File: config.mk
export PLATFORM = sky130hd
export DESIGN_NAME = gamepad_input_remapper
export DESIGN_NICKNAME = d
export VERILOG_FILES = /design/src/sv/gir_pkg.sv /design/src/sv/gir_frame_map.sv /design/src/sv/gamepad_input_remapper.sv
export SDC_FILE = /design/constraint.sdc
export NUM_CORES = 1
export LEC_CHECK = 0
export BUFFER_PORTS_ARGS = -buffer_cell sky130_fd_sc_hd__buf_4
export CAP_MARGIN = 10
export CORE_UTILIZATION = 45
export DETAILED_ROUTE_END_ITERATION = 10
export PLACE_DENSITY = 0.65
export SYNTH_ARGS = -nofsm -noshare
export SYNTH_HDL_FRONTEND = slang
export SYNTH_SLANG_ARGS = --single-unit
File: constraint.sdc
create_clock -name clk -period 16.71 [get_ports clk]
set_clock_uncertainty 0.1 [all_clocks]
set_input_delay 3.342 -clock clk [delete_from_list [all_inputs] [get_ports clk]]
set_output_delay 3.342 -clock clk [all_outputs]
set_load 0.1 [all_outputs]
File: src/sv/gir_pkg.sv
// ----------------------------------------------------------------------------
// gir_pkg
// Types, constants and helpers shared by the gamepad input remapper.
// ----------------------------------------------------------------------------
package gir_pkg;

  localparam int NUM_BTN    = 16;
  localparam int NUM_SRC    = 32;
  localparam int NUM_ZONE   = 8;
  localparam int ENTRY_W    = 5;
  localparam int SRC_LSTICK = 24;
  localparam int SRC_RSTICK = 28;
  localparam int STICK_DIRS = 4;

  localparam logic [7:0]  CENTER    = 8'd127;
  localparam logic [10:0] SPLIT_X   = 11'd960;
  localparam logic [10:0] SPLIT_Y   = 11'd544;
  localparam logic [4:0]  PASS_CODE = 5'd16;

  localparam int BTN_SQUARE = 3;
  localparam int BTN_START  = 4;

  localparam logic [59:0] REMAP_LOW_RST  = 60'd407901468851537952;
  localparam logic [59:0] REMAP_MID_RST  = 60'd595056260442208684;
  localparam logic [39:0] REMAP_HIGH_RST = 40'd567489872400;
  localparam logic [6:0]  DEADZONE_RST   = 7'd50;

  localparam logic [2:0] REG_REMAP_LOW  = 3'd0;
  localparam logic [2:0] REG_REMAP_MID  = 3'd1;
  localparam logic [2:0] REG_REMAP_HIGH = 3'd2;
  localparam logic [2:0] REG_LX_DZ      = 3'd3;
  localparam logic [2:0] REG_LY_DZ      = 3'd4;
  localparam logic [2:0] REG_RX_DZ      = 3'd5;
  localparam logic [2:0] REG_RY_DZ      = 3'd6;

  localparam logic ACT_TOUCH = 1'b0;
  localparam logic ACT_FRAME = 1'b1;

  typedef struct packed {
    logic        action;
    logic        touch_panel;
    logic [10:0] touch_x;
    logic [10:0] touch_y;
    logic [15:0] button_bits;
    logic [7:0]  left_x;
    logic [7:0]  left_y;
    logic [7:0]  right_x;
    logic [7:0]  right_y;
    logic        inverted;
  } in_item_t;

  typedef struct packed {
    logic [15:0] buttons_out;
    logic [7:0]  left_x_out;
    logic [7:0]  left_y_out;
    logic [7:0]  right_x_out;
    logic [7:0]  right_y_out;
    logic        menu_request;
  } out_item_t;

  typedef struct packed {
    logic [59:0] remap_low;
    logic [59:0] remap_mid;
    logic [39:0] remap_high;
    logic [6:0]  left_x_dz;
    logic [6:0]  left_y_dz;
    logic [6:0]  right_x_dz;
    logic [6:0]  right_y_dz;
  } cfg_t;

  // {high side, low side} of one stick axis
  function automatic logic [1:0] axis_dir(input logic [7:0] v, input logic [6:0] dz);
    logic [8:0] lo_sum;
    logic [8:0] hi_lim;
    logic       lo;
    logic       hi;
    lo_sum = {1'b0, v} + {2'b00, dz};
    hi_lim = {1'b0, CENTER} + {2'b00, dz};
    lo     = lo_sum < {1'b0, CENTER};
    hi     = !lo && ({1'b0, v} > hi_lim);
    return {hi, lo};
  endfunction

endpackage

File: src/sv/gir_frame_map.sv
// ----------------------------------------------------------------------------
// gir_frame_map
// Remaps one frame item: stick directions, 32 remap entries, stick forcing
// and the menu request pass-through.
// ----------------------------------------------------------------------------
module gir_frame_map
  import gir_pkg::*;
(
  input  in_item_t        item,
  input  logic [7:0]      latch,
  input  cfg_t            cfg,
  output out_item_t       res
);

  logic [NUM_SRC*ENTRY_W-1:0] entries;
  logic [15:0]                btn;
  logic [NUM_SRC-1:0]         act;
  logic [15:0]                map;
  logic [ENTRY_W-1:0]         e;
  logic                       l_remap;
  logic                       r_remap;
  logic                       menu;

  always_comb begin
    entries = {cfg.remap_high, cfg.remap_mid, cfg.remap_low};
    btn     = item.inverted ? ~item.button_bits : item.button_bits;
    act     = {axis_dir(item.right_y, cfg.right_y_dz),
               axis_dir(item.right_x, cfg.right_x_dz),
               axis_dir(item.left_y,  cfg.left_y_dz),
               axis_dir(item.left_x,  cfg.left_x_dz),
               latch, btn};
    map = '0;
    e   = '0;
    for (int s = 0; s < NUM_SRC; s++) begin
      e = entries[ENTRY_W*s +: ENTRY_W];
      if (act[s]) begin
        if (e < PASS_CODE) begin
          map[e[3:0]] = 1'b1;
        end else if (e == PASS_CODE && s < NUM_BTN) begin
          map[s[3:0]] = 1'b1;
        end
      end
    end
    l_remap = 1'b0;
    r_remap = 1'b0;
    for (int k = 0; k < STICK_DIRS; k++) begin
      if (entries[ENTRY_W*(SRC_LSTICK+k) +: ENTRY_W] != PASS_CODE) l_remap = 1'b1;
      if (entries[ENTRY_W*(SRC_RSTICK+k) +: ENTRY_W] != PASS_CODE) r_remap = 1'b1;
    end
    menu = btn[BTN_START] && btn[BTN_SQUARE];

    res.menu_request = menu;
    if (menu) begin
      res.buttons_out = item.button_bits;
      res.left_x_out  = item.left_x;
      res.left_y_out  = item.left_y;
      res.right_x_out = item.right_x;
      res.right_y_out = item.right_y;
    end else begin
      res.buttons_out = item.inverted ? ~map : map;
      res.left_x_out  = l_remap ? CENTER : item.left_x;
      res.left_y_out  = l_remap ? CENTER : item.left_y;
      res.right_x_out = r_remap ? CENTER : item.right_x;
      res.right_y_out = r_remap ? CENTER : item.right_y;
    end
  end

endmodule

File: src/sv/gamepad_input_remapper.sv
// ----------------------------------------------------------------------------
// gamepad_input_remapper
// Touch quadrant latch and button/stick remapping for controller frames.
// ----------------------------------------------------------------------------
// Usage:
//   in_*  : stream of items. tuser = action (0 touch, 1 frame).
//           Touch items set a quadrant bit in the zone latch, no result.
//           Frame items give one result on out_* and clear the latch.
//   out_* : remapped frame; tuser = menu_request.
//   cfg_* : APB register port, 64-bit data, register i at byte 8*i.
//           Write only while the block is idle.
// Pipeline: an accepted item is held in an input register, then the result
//   of a frame item sits in the output register until it is taken.
// Throughput: one item per cycle while no result stalls; the input register
//   and the output register each hold one item, so input keeps flowing
//   while a result waits to be taken, until a frame item queues behind it.
// Stall: with out_tready low, one result and one queued frame item are held
//   and in_tready drops; a queued touch item still drains into the latch.
// Reset: both stages empty, latch cleared, registers at default values.
// ----------------------------------------------------------------------------
module gamepad_input_remapper
  import gir_pkg::*;
(
  input  logic        clk,
  input  logic        rst_n,
  input  logic        in_tvalid,
  output logic        in_tready,
  // [0] touch_panel, [11:1] touch_x, [22:12] touch_y, [38:23] button_bits,
  // [46:39] left_x, [54:47] left_y, [62:55] right_x, [70:63] right_y,
  // [71] inverted
  input  logic [71:0] in_tdata,
  // [0] action
  input  logic        in_tuser,
  output logic        out_tvalid,
  input  logic        out_tready,
  // [15:0] buttons_out, [23:16] left_x_out, [31:24] left_y_out,
  // [39:32] right_x_out, [47:40] right_y_out
  output logic [47:0] out_tdata,
  // [0] menu_request
  output logic        out_tuser,
  input  logic        cfg_psel,
  input  logic        cfg_penable,
  input  logic        cfg_pwrite,
  input  logic [5:0]  cfg_paddr,
  input  logic [63:0] cfg_pwdata,
  output logic [63:0] cfg_prdata,
  output logic        cfg_pready
);

  cfg_t      cfg_r;
  in_item_t  s1_item_r;
  logic      s1_valid_r;
  logic      s1_valid_nxt;
  out_item_t out_item_r;
  logic      out_valid_r;
  logic      out_valid_nxt;
  logic [7:0] latch_r;
  logic [7:0] latch_nxt;
  out_item_t frame_res;
  logic      s1_adv;
  logic      out_load;
  logic      cfg_wr;
  logic [2:0] cfg_idx;
  logic [2:0] zone;

  gir_frame_map u_map (
    .item  (s1_item_r),
    .latch (latch_r),
    .cfg   (cfg_r),
    .res   (frame_res)
  );

  // configuration
  assign cfg_pready = 1'b1;
  assign cfg_wr     = cfg_psel && cfg_penable && cfg_pwrite && cfg_pready;
  assign cfg_idx    = cfg_paddr[5:3];

  always_ff @(posedge clk) begin
    if (!rst_n) begin
      cfg_r.remap_low  <= REMAP_LOW_RST;
      cfg_r.remap_mid  <= REMAP_MID_RST;
      cfg_r.remap_high <= REMAP_HIGH_RST;
      cfg_r.left_x_dz  <= DEADZONE_RST;
      cfg_r.left_y_dz  <= DEADZONE_RST;
      cfg_r.right_x_dz <= DEADZONE_RST;
      cfg_r.right_y_dz <= DEADZONE_RST;
    end else if (cfg_wr) begin
      case (cfg_idx)
        REG_REMAP_LOW:  cfg_r.remap_low  <= cfg_pwdata[59:0];
        REG_REMAP_MID:  cfg_r.remap_mid  <= cfg_pwdata[59:0];
        REG_REMAP_HIGH: cfg_r.remap_high <= cfg_pwdata[39:0];
        REG_LX_DZ:      cfg_r.left_x_dz  <= cfg_pwdata[6:0];
        REG_LY_DZ:      cfg_r.left_y_dz  <= cfg_pwdata[6:0];
        REG_RX_DZ:      cfg_r.right_x_dz <= cfg_pwdata[6:0];
        REG_RY_DZ:      cfg_r.right_y_dz <= cfg_pwdata[6:0];
        default: ;
      endcase
    end
  end

  always_comb begin
    case (cfg_idx)
      REG_REMAP_LOW:  cfg_prdata = {4'b0, cfg_r.remap_low};
      REG_REMAP_MID:  cfg_prdata = {4'b0, cfg_r.remap_mid};
      REG_REMAP_HIGH: cfg_prdata = {24'b0, cfg_r.remap_high};
      REG_LX_DZ:      cfg_prdata = {57'b0, cfg_r.left_x_dz};
      REG_LY_DZ:      cfg_prdata = {57'b0, cfg_r.left_y_dz};
      REG_RX_DZ:      cfg_prdata = {57'b0, cfg_r.right_x_dz};
      REG_RY_DZ:      cfg_prdata = {57'b0, cfg_r.right_y_dz};
      default:        cfg_prdata = '0;
    endcase
  end

  // pipeline control
  assign s1_adv    = s1_valid_r && (s1_item_r.action == ACT_TOUCH || !out_valid_r || out_tready);
  assign in_tready = !s1_valid_r || s1_adv;
  assign out_load  = s1_adv && s1_item_r.action == ACT_FRAME;
  assign zone      = {s1_item_r.touch_panel,
                      s1_item_r.touch_y > SPLIT_Y,
                      s1_item_r.touch_x > SPLIT_X};

  always_comb begin
    s1_valid_nxt  = (s1_valid_r && !s1_adv) || (in_tvalid && in_tready);
    out_valid_nxt = out_load || (out_valid_r && !out_tready);
    latch_nxt     = latch_r;
    if (s1_adv) begin
      if (s1_item_r.action == ACT_TOUCH) begin
        latch_nxt = latch_r | (8'b1 << zone);
      end else begin
        latch_nxt = '0;
      end
    end
  end

  always_ff @(posedge clk) begin
    if (!rst_n) begin
      s1_valid_r  <= 1'b0;
      out_valid_r <= 1'b0;
      latch_r     <= '0;
    end else begin
      s1_valid_r  <= s1_valid_nxt;
      out_valid_r <= out_valid_nxt;
      latch_r     <= latch_nxt;
    end
  end

  always_ff @(posedge clk) begin
    if (in_tvalid && in_tready) begin
      s1_item_r.action      <= in_tuser;
      s1_item_r.touch_panel <= in_tdata[0];
      s1_item_r.touch_x     <= in_tdata[11:1];
      s1_item_r.touch_y     <= in_tdata[22:12];
      s1_item_r.button_bits <= in_tdata[38:23];
      s1_item_r.left_x      <= in_tdata[46:39];
      s1_item_r.left_y      <= in_tdata[54:47];
      s1_item_r.right_x     <= in_tdata[62:55];
      s1_item_r.right_y     <= in_tdata[70:63];
      s1_item_r.inverted    <= in_tdata[71];
    end
    if (out_load) begin
      out_item_r <= frame_res;
    end
  end

  assign out_tvalid = out_valid_r;
  assign out_tdata  = {out_item_r.right_y_out, out_item_r.right_x_out,
                       out_item_r.left_y_out, out_item_r.left_x_out,
                       out_item_r.buttons_out};
  assign out_tuser  = out_item_r.menu_request;

`ifndef ASSERT_OFF
  a_frame_clears_latch: assert property (@(posedge clk) disable iff (!rst_n)
    out_load |=> latch_r == '0)
    else $error("latch not cleared after frame");

  a_touch_sets_latch: assert property (@(posedge clk) disable iff (!rst_n)
    s1_adv && s1_item_r.action == ACT_TOUCH |=> latch_r != '0)
    else $error("touch did not set a zone bit");

  a_stall_keeps_queue: assert property (@(posedge clk) disable iff (!rst_n)
    !in_tready |-> s1_valid_r && out_valid_r && !out_tready)
    else $error("input stalled without a full pipeline");

  a_left_forced: assert property (@(posedge clk) disable iff (!rst_n)
    out_valid_r && !out_tuser &&
    (cfg_r.remap_high[4:0] != PASS_CODE || cfg_r.remap_high[9:5] != PASS_CODE ||
     cfg_r.remap_high[14:10] != PASS_CODE || cfg_r.remap_high[19:15] != PASS_CODE)
    |-> out_tdata[23:16] == CENTER && out_tdata[31:24] == CENTER)
    else $error("left stick not centered while remapped");
`endif

endmodule
==> results of run 1 <==
through the flow:
| stage | hold WS [ns] | std cells | worst slack, ns | area [um2] | total power [W] |
|---|---|---|---|---|---|
| detailed placement | 0.423 | 3399 | 7.85 | 24100 | 0.00120 |
| floorplan | 0.378 | 2670 | 6.76 | 21900 | 0.00108 |
| global route | 0.464 | 3465 | 7.73 | 25400 | 0.00212 |
| finish | 0.429 | 3466 | 7.77 | 25400 | 0.00207 |
| CTS | 0.429 | 3464 | 7.84 | 25400 | 0.00207 |
| global placement | 0.415 | 3399 | 7.86 | 24100 | 0.00119 |
path summary, 6_finish.rpt:
path | start | endpoint | slack, ns
max | cfg_paddr[3] | cfg_prdata[7] | 7.77
max reg2reg | s1_item_r[0] | out_tdata[14] | 11.69
min | cfg_r[113] | cfg_r[113] | 0.43
min reg2reg | cfg_r[113] | cfg_r[113] | 0.43
critical path: stages:
cell	delay, ns
buf_4	0.59
nor2b_2	0.37
buf_4	0.43
a21oi_1	0.23
nor2_1	0.15
buf_4	0.31
kinds of logic (layout without fill, tap and decap cells):
group,count (synthesis),in the layout
AO/OA/AOI/OAI,548,548
adder cells (fa/ha/maj),68,68
XOR/XNOR,63,63
AND/OR/NAND/NOR,1378,1378
buffers and inverters,206,386
flip-flops,320,320
multiplexers,82,82
other,2,6
power by group through the flow:
| stage | Clock (W) | Sequential [W] | Combinational [W] |
|---|---|---|---|
| 2_1_floorplan | 0 | 0.000894 | 0.000187 |
| 3_3_place_gp | 0 | 0.000875 | 0.000316 |
| 3_5_place_dp | 0 | 0.000876 | 0.000322 |
| 4_1_cts | 0.000889 | 0.000859 | 0.000324 |
| 5_1_grt | 0.000919 | 0.000862 | 0.000344 |
| 6_report | 0.000882 | 0.000861 | 0.000330 |
layer usage:
metal | wire length, um | up-vias | share of wire, %
met5 | 0 | - | 0
met4 | 5980 | 0 | 6.1
met3 | 8540 | 258 | 8.7
met2 | 45000 | 1303 | 46
met1 | 38500 | 11100 | 39
li1 | - | 10200 | -
Yosys cell counts, drive strengths merged (37+ instances only):
cell type	count
nand2	473
nor2	201
dfxtp	198
nand3	142
clkbuf	138
edfxtp	122
a21boi	117
nor3	100
a21oi	79
mux2i	69
nand2b	67
ha	64
nor2b	64
nand4	51
nor4	47
o21ai	44
inv	40
o22ai	38
xnor2	37
registers in the layout, summed over array words and instances, names as in the netlist:
| register | cells |
|---|---|
| cfg_r | 188 |
| latch_r | 8 |
| out_tdata | 48 |
| out_tuser | 1 |
| out_tvalid | 1 |
| s1_item_r | 73 |
| s1_valid_r | 1 |
final cells by class:
class,instances,area [um2],share of cell area (%)
Inverter,40,150,0.591
Tap cell,615,769,3.03
Clock inverter,17,251,0.990
Sequential cell,320,7630,30.0
Multi-Input combinational cell,2144,13400,52.9
Clock buffer,48,1070,4.20
Timing Repair Buffer,281,2110,8.29
Antenna cell,1,2.50,0.00985
==> flow_summary.json, run 1 <==
{
  "status": "completed",
  "finalSetupViolCount": 0,
  "grt_max_degree": 98,
  "rsz0062_at_grt": "no",
  "io_pins": 266,
  "hold_viol": 0,
  "min_period_ns": 8.94,
  "synth.largest_area_cell": "dfxtp_1",
  "root_buffer": "clkbuf_16",
  "p_seq_share_pct": 41.5,
  "syn2layout_area_growth_pct": 16.3,
  "ant_nets": 0,
  "yosys_warnings": 0,
  "num-nets-final": 3041,
  "cts_tree": "built",
  "fmax_mhz": 112,
  "cap_violations": 0,
  "async_flop_share_pct": 0,
  "p_comb_share_pct": 15.9,
  "final.period_utilization_pct": 53.5,
  "synth-compound-area-share_pct": 18.2,
  "cts_max_level": 2,
  "synth_fa_ha_area_share_pct": 4.03,
  "timing.final.max_slew_violations": 0,
  "worstHoldPathCells": 2,
  "synth_area_um2": 21900,
  "ys_seq_area_share_pct": 34.9,
  "start_util_pct": 45.7,
  "worstMarginPinSlew_ns": 1.18,
  "grt_pass1_wl_um": 142000,
  "ctsHoldBuffers": 0,
  "end_kind": "output port",
  "grt.busiest_layer": "met2",
  "intPower_w": 0.00148,
  "final_common_cell": "nand2_1",
  "synthTopCellsByArea": "dfxtp_1 18%, edfxtp_1 17%, nand2_1 8.1%",
  "fp.dieW_um": 222,
  "hold_class": "reg -> reg",
  "gr-total-overflow": 0,
  "nFillCells": 4455,
  "vdd_drop_max_mv": 0.0918,
  "syn-instance-count": 2667,
  "power.density_nw_per_um2": 81.5,
  "place_hpwl_um": 76900,
  "cts_buffers": 36,
  "avgRoutedWirePerCell_um": 28.3,
  "grt_usage_pct": 38.6,
  "synth-main-ff-cell": "dfxtp_1",
  "synthDistinctLibCells": 96,
  "clk_pin_slew_ns": 0.06,
  "syn_avg_cell_area_um2": 8.19,
  "num_rows": 80,
  "cp_data_required_time_ns": 13.27,
  "drc": 0,
  "num_vias": 22800,
  "synth-xor-area-share_pct": 2.63,
  "grtUsageMet3_pct": 6.78,
  "die_area_um2": 49400,
  "p_leak_nw": 9.25,
  "drtIter0Drc": 2561,
  "die_y_um": 222,
  "avgViaCountPerCell": 6.57,
  "synth_top_family_by_area": "simple AND/OR/NAND/NOR gates",
  "antenna_found_initial": 2,
  "synth_edf_count": 122,
  "core_area_um2": 47800,
  "cp-start-kind": "input port",
  "crit_path_max_fanout": 60,
  "path_class": "in -> out",
  "use_met1_pct": 48.8,
  "rr_worst_depth": 10,
  "muxShareOfSynthArea_pct": 3.98,
  "maxSlewHeadroom_pct": 20.8,
  "worstSkewPairLatency_ns": 0.56,
  "cts_setup_buffers": 0,
  "drt-pass1-iter-count": 6,
  "cts_resized": 0,
  "ys_seq_elements": 320,
  "arrival_ns": 5.49,
  "setup_tns_ns": 0,
  "port_buffers": 253,
  "first_global_vias": 21400,
  "post-route-util_pct": 53.1,
  "ctsLongestPathBuffers": 3,
  "clock_sink_count": 320,
  "layout_common_cells": "471 x nand2_1, 280 x buf_4, 200 x nor2_1",
  "sw_frac_of_total_pct": 28.6,
  "switchingPower_w": 0.000593,
  "clockPowerShare_pct": 42.5,
  "yosysTopAreaCellShare_pct": 18.1,
  "routed_wl_um": 98000,
  "synth-simple-area-share_pct": 32.4,
  "met2_usage_pct": 62.6,
  "gp_congestion": 1.05,
  "drive_gt1_share_pct": 14.5
}
No activity file was read; power rests on OpenSTA's default activity.
==> run 2: changes to the inputs <==
- PLACE_DENSITY: 0.65 -> 0.68
- clock period: 16.71 -> 8.1 ns (I/O delays scaled with it)
==> run 2 against run 1 <==
  * Die area unchanged
  * Worst hold slack got worse by 0.00080 ns
  * Sequential power increased by 110%
  * Critical path depth unchanged
  * Via count decreased by 0.23%
  * Sequential share of layout area increased by 0.062 points
  * Critical endpoint is now cfg_prdata[1]
==> flow_summary.json, run 2 (synthesized netlist as in run 1, its figures left out) <==
{
  "syn2layout_area_growth_pct": 16.0,
  "path_class": "in -> out",
  "grt_max_degree": 104,
  "top_register": "cfg_r",
  "drc": 0,
  "drt-pass1-iter-count": 9,
  "cp-start-kind": "input port",
  "final_common_cell": "nand2_1",
  "num_rows": 80,
  "path_delay_family": "buffers and inverters",
  "cp_slowest_cell": "buf_4",
  "power.density_nw_per_um2": 165,
  "start_util_pct": 45.7,
  "drtIter0Drc": 2349,
  "finalSetupViolCount": 0,
  "crit_chain": "buf_4 -> nor2b_2 -> buf_4 -> a21oi_1 -> o21ai_0 -> buf_4",
  "maxSlewHeadroom_pct": 5.58,
  "post-route-util_pct": 53.0,
  "worstSkewPairLatency_ns": 0.58,
  "timing.final.max_slew_violations": 0,
  "worstMarginPinSlew_ns": 1.40,
  "avgRoutedWirePerCell_um": 28.5,
  "layout_common_cells": "471 x nand2_1, 282 x buf_4, 200 x nor2_1",
  "fmax_mhz": 177,
  "num-nets-final": 3043,
  "die_area_um2": 49400,
  "cap_violations": 0,
  "io_pins": 266,
  "largest_reg_flops": 188,
  "antenna_found_initial": 3,
  "clock_sink_count": 320,
  "max_stage_delay_ns": 0.59,
  "gp_congestion": 1.03,
  "clk_pin_slew_ns": 0.06,
  "cts_buffers": 37,
  "root_buffer": "clkbuf_16",
  "end_kind": "output port",
  "ctsLongestPathBuffers": 3,
  "final.period_utilization_pct": 69.7,
  "drive_gt1_share_pct": 14.4,
  "crit_path_max_fanout": 60,
  "cts_setup_buffers": 0,
  "status": "completed",
  "antenna_cells": 0,
  "setup_tns_ns": 0,
  "arrival_ns": 3.92,
  "core_area_um2": 47800,
  "hold_viol": 0,
  "grt_pass1_wl_um": 143000,
  "rsz0062_at_grt": "no",
  "die_y_um": 222,
  "routed_wl_um": 98800,
  "ant_nets": 0,
  "avgViaCountPerCell": 6.55,
  "first_global_vias": 21500,
  "hold_class": "reg -> reg",
  "cts_max_level": 2,
  "cts_tree": "built",
  "cp_common_cell": "buf_4",
  "vdd_drop_max_mv": 0.194,
  "cp_data_required_time_ns": 6.38,
  "grt_usage_pct": 38.9,
  "min_period_ns": 5.64,
  "gr-total-overflow": 0,
  "cts_resized": 0,
  "place_hpwl_um": 77600,
  "num_vias": 22700,
  "port_buffers": 253,
  "ctsHoldBuffers": 0,
  "fp.dieW_um": 222,
  "p_leak_nw": 9.22,
  "nFillCells": 4469,
  "path_buf_inv": 3
}
run 2: area by class of cell:
type	instances	area (um2)	share of cell area [%]
inverter	40	150	0.592
multi-input combinational	2144	13400	53.0
sequential	320	7630	30.1
timing repair buffer	282	2120	8.35
tap	615	769	3.03
clock inverter	20	244	0.962
clock buffer	47	1010	3.98
run 2: metrics by stage:
step                      std cells  area [um2]  hold slack [ns]  total power (W)  setup WS [ns]
after global placement         3401       24100            0.396          0.00246           2.63
after detailed placement       3401       24100            0.423          0.00247           2.60
after CTS                      3468       25400            0.429          0.00420           2.59
after global routing           3468       25400            0.470          0.00430           2.50
final                          3468       25400            0.428          0.00420           2.46
after floorplan                2670       21900            0.378          0.00223           1.59
run 2: worst paths after layout:
kind | startpoint | endpoint | slack [ns] | cells after the start
setup / recovery | cfg_paddr[3] | cfg_prdata[1] | 2.46 | 6
hold / removal | cfg_r[113] | cfg_r[113] | 0.43 | 2
setup reg to reg | s1_item_r[0] | out_tdata[15] | 3.10 | 10
hold reg to reg | cfg_r[113] | cfg_r[113] | 0.43 | 2
run 2: worst register-to-register path: cells and delay by family, from the launching register on:
kind,cells,cell delay [ns]
compound gates,3,1.34
xor+xnor,1,0.29
buf+inv,1,0.57
flops,1,0.86
mux,1,0.18
simple gates,4,1.42
run 2: layer usage:
layer	vias to the layer above	global-route usage (%)	routed length, um
met1	11000	48.4	38500
met5	-	0	16
met4	2	21.3	6020
li1	10200	-	-
met2	1310	63.9	45700
met3	253	6.84	8630
run 2: report_power, final:
| group | switching (W) | internal, W |
|---|---|---|
| combinational | 0.000471 | 0.000209 |
| sequential | 0.0000553 | 0.00172 |
| clock | 0.000743 | 0.000996 |
| total | 0.00127 | 0.00293 |
